<file path="src/hdl/dq_pkg.sv">
// ----------------------------------------------------------------------------
// dq_pkg
// Shared constants, codes and types of the double-ended queue.
// ----------------------------------------------------------------------------
package dq_pkg;

   localparam int BLOCK_SIZE  = 64;
   localparam int BLOCK_COUNT = 16;
   localparam int CAPACITY    = BLOCK_COUNT * BLOCK_SIZE;
   localparam int ADDR_W      = $clog2(CAPACITY);
   localparam int COUNT_W     = $clog2(CAPACITY + 1);
   localparam int SUM_W       = COUNT_W + 1;
   localparam int DATA_W      = 32;
   localparam int MODE_W      = 3;
   localparam int STATUS_W    = 2;
   localparam int FILL_W      = 11;

   localparam logic [MODE_W-1:0] MODE_PUSH_FRONT = 3'd0;
   localparam logic [MODE_W-1:0] MODE_PUSH_BACK  = 3'd1;
   localparam logic [MODE_W-1:0] MODE_POP_FRONT  = 3'd2;
   localparam logic [MODE_W-1:0] MODE_POP_BACK   = 3'd3;
   localparam logic [MODE_W-1:0] MODE_CLEAR      = 3'd4;

   localparam logic [STATUS_W-1:0] STATUS_DONE  = 2'd0;
   localparam logic [STATUS_W-1:0] STATUS_EMPTY = 2'd1;
   localparam logic [STATUS_W-1:0] STATUS_FULL  = 2'd2;

   localparam logic [ADDR_W-1:0]  HEAD_RESET = ADDR_W'(CAPACITY / 2);
   localparam logic [COUNT_W-1:0] COUNT_FULL = COUNT_W'(CAPACITY);

   typedef struct packed {
      logic              rd_en;
      logic              wr_en;
      logic [ADDR_W-1:0] wr_addr;
      logic [DATA_W-1:0] wr_data;
      logic [ADDR_W-1:0] front_addr;
      logic [ADDR_W-1:0] back_addr;
   } ram_cmd_type;

   typedef struct packed {
      logic                strobe;
      logic [STATUS_W-1:0] status;
      logic [COUNT_W-1:0]  count;
   } rsp_info_type;

   function automatic logic [ADDR_W-1:0] ring_add(input logic [ADDR_W-1:0] a,
                                                  input logic [COUNT_W-1:0] b);
      logic [SUM_W-1:0] s;
      s = SUM_W'(a) + SUM_W'(b);
      if (s >= SUM_W'(CAPACITY)) begin
         s = s - SUM_W'(CAPACITY);
      end
      return s[ADDR_W-1:0];
   endfunction

   function automatic logic [ADDR_W-1:0] ring_prev(input logic [ADDR_W-1:0] a);
      logic [ADDR_W-1:0] r;
      if (a == '0) begin
         r = ADDR_W'(CAPACITY - 1);
      end else begin
         r = a - 1'b1;
      end
      return r;
   endfunction

endpackage

</file>
<file path="src/hdl/dq_ctrl.sv">
// ----------------------------------------------------------------------------
// dq_ctrl
// Head pointer and element count. Decodes each operation, issues the memory
// write and the reads of the new front and back words.
// ----------------------------------------------------------------------------
module dq_ctrl
   import dq_pkg::*;
(
   input  logic               clock,
   input  logic               reset,
   input  logic               accept,
   input  logic [MODE_W-1:0]  mode,
   input  logic [DATA_W-1:0]  push_value,
   output ram_cmd_type        ram_cmd,
   output rsp_info_type       rsp_info
);

   logic [ADDR_W-1:0]   head_ff;
   logic [ADDR_W-1:0]   head_in;
   logic [COUNT_W-1:0]  count_ff;
   logic [COUNT_W-1:0]  count_in;
   logic                strobe_ff;
   logic [STATUS_W-1:0] status_ff;
   logic [STATUS_W-1:0] status_in;
   logic                is_full;
   logic                is_empty;

   assign is_full  = (count_ff >= COUNT_FULL);
   assign is_empty = (count_ff == '0);

   always_comb begin
      head_in          = head_ff;
      count_in         = count_ff;
      status_in        = STATUS_DONE;
      ram_cmd.rd_en    = accept;
      ram_cmd.wr_en    = 1'b0;
      ram_cmd.wr_addr  = head_ff;
      ram_cmd.wr_data  = push_value;
      if (accept) begin
         unique case (mode)
            MODE_PUSH_FRONT: begin
               if (is_full) begin
                  status_in = STATUS_FULL;
               end else begin
                  head_in         = ring_prev(head_ff);
                  ram_cmd.wr_en   = 1'b1;
                  ram_cmd.wr_addr = head_in;
                  count_in        = count_ff + 1'b1;
               end
            end
            MODE_PUSH_BACK: begin
               if (is_full) begin
                  status_in = STATUS_FULL;
               end else begin
                  ram_cmd.wr_en   = 1'b1;
                  ram_cmd.wr_addr = ring_add(head_ff, count_ff);
                  count_in        = count_ff + 1'b1;
               end
            end
            MODE_POP_FRONT: begin
               if (is_empty) begin
                  status_in = STATUS_EMPTY;
               end else begin
                  head_in  = ring_add(head_ff, COUNT_W'(1));
                  count_in = count_ff - 1'b1;
               end
            end
            MODE_POP_BACK: begin
               if (is_empty) begin
                  status_in = STATUS_EMPTY;
               end else begin
                  count_in = count_ff - 1'b1;
               end
            end
            MODE_CLEAR: begin
               head_in  = HEAD_RESET;
               count_in = '0;
            end
            default: begin
               status_in = STATUS_DONE;
            end
         endcase
      end
      ram_cmd.front_addr = head_in;
      if (count_in == '0) begin
         ram_cmd.back_addr = head_in;
      end else begin
         ram_cmd.back_addr = ring_add(head_in, count_in - 1'b1);
      end
   end

   always_ff @(posedge clock) begin
      if (reset) begin
         head_ff   <= HEAD_RESET;
         count_ff  <= '0;
         strobe_ff <= 1'b0;
         status_ff <= STATUS_DONE;
      end else begin
         head_ff   <= head_in;
         count_ff  <= count_in;
         strobe_ff <= accept;
         status_ff <= status_in;
      end
   end

   assign rsp_info.strobe = strobe_ff;
   assign rsp_info.status = status_ff;
   assign rsp_info.count  = count_ff;

endmodule

</file>
<file path="config.mk">
export PLATFORM = sky130hd
export DESIGN_NAME = dq_ctrl
export DESIGN_NICKNAME = d
export VERILOG_FILES = /design/src/hdl/dq_pkg.sv /design/src/hdl/dq_ctrl.sv
export SDC_FILE = /design/constraint.sdc
export NUM_CORES = 1
export LEC_CHECK = 0
export BUFFER_PORTS_ARGS = -buffer_cell sky130_fd_sc_hd__buf_2
export CORE_ASPECT_RATIO = 1.25
export CORE_UTILIZATION = 53
export DETAILED_ROUTE_END_ITERATION = 6
export GPL_ROUTABILITY_DRIVEN = 0
export GPL_TIMING_DRIVEN = 0
export PLACE_DENSITY = 0.83
export SETUP_SLACK_MARGIN = 0.4
export SYNTH_ARGS = -nofsm -noshare
export SYNTH_HDL_FRONTEND = slang
export SYNTH_SLANG_ARGS = --single-unit
</file>
<file path="constraint.sdc">
create_clock -name clock -period 6.8 [get_ports clock]
set_clock_uncertainty 0.1 [all_clocks]
set_input_delay 1.36 -clock clock [delete_from_list [all_inputs] [get_ports clock]]
set_output_delay 1.36 -clock clock [all_outputs]
set_load 0.005 [all_outputs]
</file>
---- Word-level counts from Yosys, hierarchy flattened ----
Index checks and enable logic that the tools add are counted.
word-level totals
  bits in latches ......................... 0
  word-level logic and storage cells ...... 50
  output and inout bits ................... 78
  memory bits (writable) .................. 0
  input port bits ......................... 38
  memories kept ........................... 0
  register bits ........................... 24
  ROM bits ................................ 0
operators by class
  divide/modulo/power cells ............... 0
  equal/unequal tests ..................... 4
  bitwise operators ....................... 1
  add/sub/neg operators ................... 10
  reduce and logical (&&, ||, !) cells .... 7
  shift operators ......................... 0
  multiply operators ...................... 0
  multiplexer cells ....................... 20
  $lt $le $gt $ge ......................... 4
operators by type and width
  kind                                                    number
  two-way mux 10 bit                                      8
  two-way mux 11 bit                                      6
  subtractor 10 x 1 -> 10 bit (second input constant)     4
  one-hot mux 11 bit (3 select lines)                     1
  one-hot mux 10 bit (3 select lines)                     1
  adder 10 x 11 -> 12 bit                                 2
  >= comparator 12 x 11 -> 1 bit (second input constant)  2
  >= comparator 11 bit (second input constant)            2
  logical NOT 11 bit                                      2
  one-hot mux 11 bit (2 select lines)                     1
  subtractor 11 x 1 -> 11 bit (second input constant)     2
  adder 10 x 1 -> 11 bit (second input constant)          1
  adder 11 x 1 -> 11 bit (second input constant)          1
  logical NOT 10 bit                                      1
  equality test 3 x 2 -> 1 bit (second input constant)    2
  OR reduction 2 bit                                      3
  one-hot mux 2 bit (2 select lines)                      1
  equality test 3 x 1 -> 1 bit (second input constant)    1
  equality test 3 bit (second input constant)             1
  logical NOT 3 bit                                       1
  two-way mux 2 bit                                       1
  two-way mux 1 bit                                       1
  inverter 1 bit                                          1

---- Longest topological paths before layout ----
  depth in word-level cells ............... 10
  gate-level depth with buffers ........... 20
  depth with buffers taken out ............ 19

---- Worst setup path after synthesis ----
Ideal clock, no wire load.
  path kind ............................... input to output
  from .................................... input port mode[1]
  to ...................................... output port ram_cmd[9] (netlist name)
  stages .................................. 17
  data required time ...................... 5340 ps
  buffers on the path ..................... 1
  data arrival time ....................... 4773 ps
  path slack .............................. 567 ps
  path through ............................ or2_2 -> clkbuf_1 -> nor2_1 -> a32oi_1 -> o21ai_0 -> nor2_1 -> nand2_1 -> xnor2_1 -> ha_1 -> nand3_1 -> o211ai_1 -> o41ai_1 -> o21ai_0 -> or2_2 -> a21oi_1 -> a311oi_1 -> xnor2_1
RTL lines
  what             RTL line       source
  start, declared  dq_ctrl.sv:12  input logic [MODE_W-1:0] mode,
  end, declared    dq_ctrl.sv:14  output ram_cmd_type ram_cmd,

==> run metrics <==
final net count 674; DR iter-0 viols 454; Least-Margin Pin Slew 0.722 ns; vias in the first global route 3946; first drt pass iteration count 7; Buffers on Ports 83; Synth area leader dfxtp_1; area delta synth->final 25.7%; fmax 156 MHz; Multi-input gate area 2900 um^2; hold path depth 4; largest family of logic cells by synthesized area simple AND/OR/NAND/NOR gates; Peak VDD IR 0.107 mV; Total GRT Usage 0.313; site row count 33; DR WL/cell 17.8 um; FF-to-FF path depth 10; CTS buffer count 3; Area contributors post-synth dfxtp_1, ha_1, buf_4, o21ai_0, nor2_1; Synth top cells by count nor2_1, nand2_1, o21ai_0, buf_4, a21oi_1; post-synthesis mux area share 0.0403; failing checks design-rule violations; max cap viols 0; via count 4483; Yosys warnings 0; H-tree levels 1; WHS 0.728 ns; CP Launch Type primary input; unrepaired setup endpoints after global routing yes; met2 wire len 6000 um; Root Driver clkbuf_8; count of final setup violators 0; flops & latches, synth 24; post-placement cell area 4160 um^2; Setup crit end kind output port; clock net sink count 24; top_reg_cell synth dfxtp_1; Tcrit/Tclk final 0.942; DR WL met3 1210 um; Post-Place Worst Slack -0.691 ns; residual overflow from global routing 0; asr flop ratio synth 0; I/O Pins 116; post-synthesis sequential area ratio 0.132; initial core utilization 0.550; DIE WIDTH 76.1 um; Vert. Die Dim 94.6 um; CP Cell Sequence clkbuf_4 -> nor4bb_4 -> nand4_1 -> o31ai_1 -> mux2_4 -> a221oi_4 -> nand3_1 -> xor2_1 -> ha_2 -> nor2_1 -> nor2_1 -> o41ai_2 -> o21ai_2 -> or2_2 -> a21oi_2 -> a311oi_2 -> xnor2_1 -> buf_2; die area 7200 um^2; Synth Net Count 571; Non-Filler Instances 693; Slew Limit Headroom 0.506; CP max stage delay 0.37 ns; CTS clk-pin slew, worst paths 0.09 ns; PnR worst setup slack 0.396 ns; initial antenna violation count 0; TritonCTS clock tree built; leakage power 0.00210 uW; Post-synth EDFFs 0; layout cells sized above 1 0.360; Power Density 137 nW/um^2; largest buffer count on any clock path 2; final instance area 4570 um^2; Worst Path Max Fanout 8; DPL Wire Length 8680 um; Crit-path slowest cell mux2_4; Compound-Gate Fraction of Synth Area 0.270; final slew viol count 0; Fill cells 540; Synth Area in XOR/XNOR 0.0554; simple-gate portion of the synthesized area 0.272; total core area 6610 um^2; worst path bufs/invs 2; DRT antenna net count 0; Synth Area in Adders 0.100; final WL 12300 um; Synth top area share 0.132; Power Total 625 uW; first-pass GRT wire length 18400 um; WP depth 18; Mapped Avg Cell Area 7.20 um^2; Hold Crit Class flip-flop to flip-flop; diodes inserted 0; Worst Path Required 5.34 ns; Synth Cell Area 3640 um^2; CP arrival 4.94 ns; top sig layer met4; Sequential Area 480 um^2; Vias/cell 6.47; most frequent CP cell nor2_1; minimum clock period 6.40 ns; count leader, synth nor2_1; Cells after Synth 505; Netlist cell types 70; largest net degree at the start of global routing 13; CP top delay family compound AO/OA/AOI/OAI gates; placed insts 675; Skew-Pair Late Insertion Delay 0.27 ns; Post-Route M1 WL 4480 um; Crit Path Category primary input to output port; Fin. Hold Viols 0; post-route DRC violation count 20; outcome finished, violations left
## cells in the final DEF, fill, tap and decap left out, drive strengths merged, types with 5 or more instances in the layout
cell type,count
a211oi,6
a21oi,31
a22o,11
a31oi,6
buf,140
clkbuf,29
dfxtp,24
ha,26
inv,19
mux2,10
nand2,42
nand3,15
nand4,15
nor2,44
nor2b,14
nor3,12
nor4,5
o211ai,6
o21ai,35
o31ai,5
or2,6
or3,7
xnor2,14
xor2,9
## final cells by class
cell class,instances,area share
clock buffers,3,0.00903
plain buffers,68,0.0942
repair buffers,98,0.116
multi-input cells,393,0.635
flip-flops and latches,24,0.105
well taps,87,0.0238
inverters,20,0.0172
## metal layers
layer	GRT usage	up-vias
met3	0.0493	92
met2	0.573	347
met1	0.346	2027
met5	0	-
li1	-	2017
met4	0.181	0
## worst paths after layout
check	startpoint	end	slack [ns]
setup / recovery	mode[1]	ram_cmd[9]	0.40
hold / removal	count_ff[8]$_SDFF_PP0_	status_ff[0]$_SDFF_PP0_	0.73
setup reg to reg	head_ff[0]$_SDFF_PP0_	head_ff[9]$_SDFF_PP1_	3.86
hold reg to reg	count_ff[8]$_SDFF_PP0_	status_ff[0]$_SDFF_PP0_	0.73
## through the flow
stage / utilization / TNS [ns]
floorplan: - / 0
global placement: 0.630 / -0.534
detailed placement: 0.630 / -0.691
CTS: 0.659 / 0
global route: 0.692 / 0
finish: 0.692 / 0
## power breakdown
part | total [uW] | switching, uW | internal [uW]
clock network | 87.5 | 47.8 | 39.7
logic | 388 | 201 | 188
registers | 149 | 4.98 | 144
## what timing repair did
action | 4_1_cts | 5_1_grt
gates resized for setup | 34 | 45
setup buffers | 5 | 10
pin swaps | 5 | 13
hold buffers | 0 | 0
endpoints found under the setup margin | 5 | 4
## logic make-up (layout without fill, tap and decap cells)
family | count (synthesis) | after routing
compound gates | 145 | 145
xor+xnor | 23 | 23
fa+ha+maj | 28 | 28
buf+inv | 88 | 189
flops | 24 | 24
mux | 13 | 13
simple gates | 184 | 184
## sequential cells by signal, summed over array words and instances (netlist names)
name	count
count_ff	11
head_ff	10
status_ff	2
strobe_ff	1
## worst reg2reg max path: stages (launching register included)
cell and delay [ns]:
dfxtp_1 0.37, clkbuf_1 0.31, inv_1 0.12, ha_1 0.22
a41oi_1 0.36, clkbuf_2 0.31, a21oi_1 0.11, o211ai_1 0.30
o211ai_1 0.14, o21a_1 0.19, or2_2 0.30
Power figures use the tool's default switching activity.
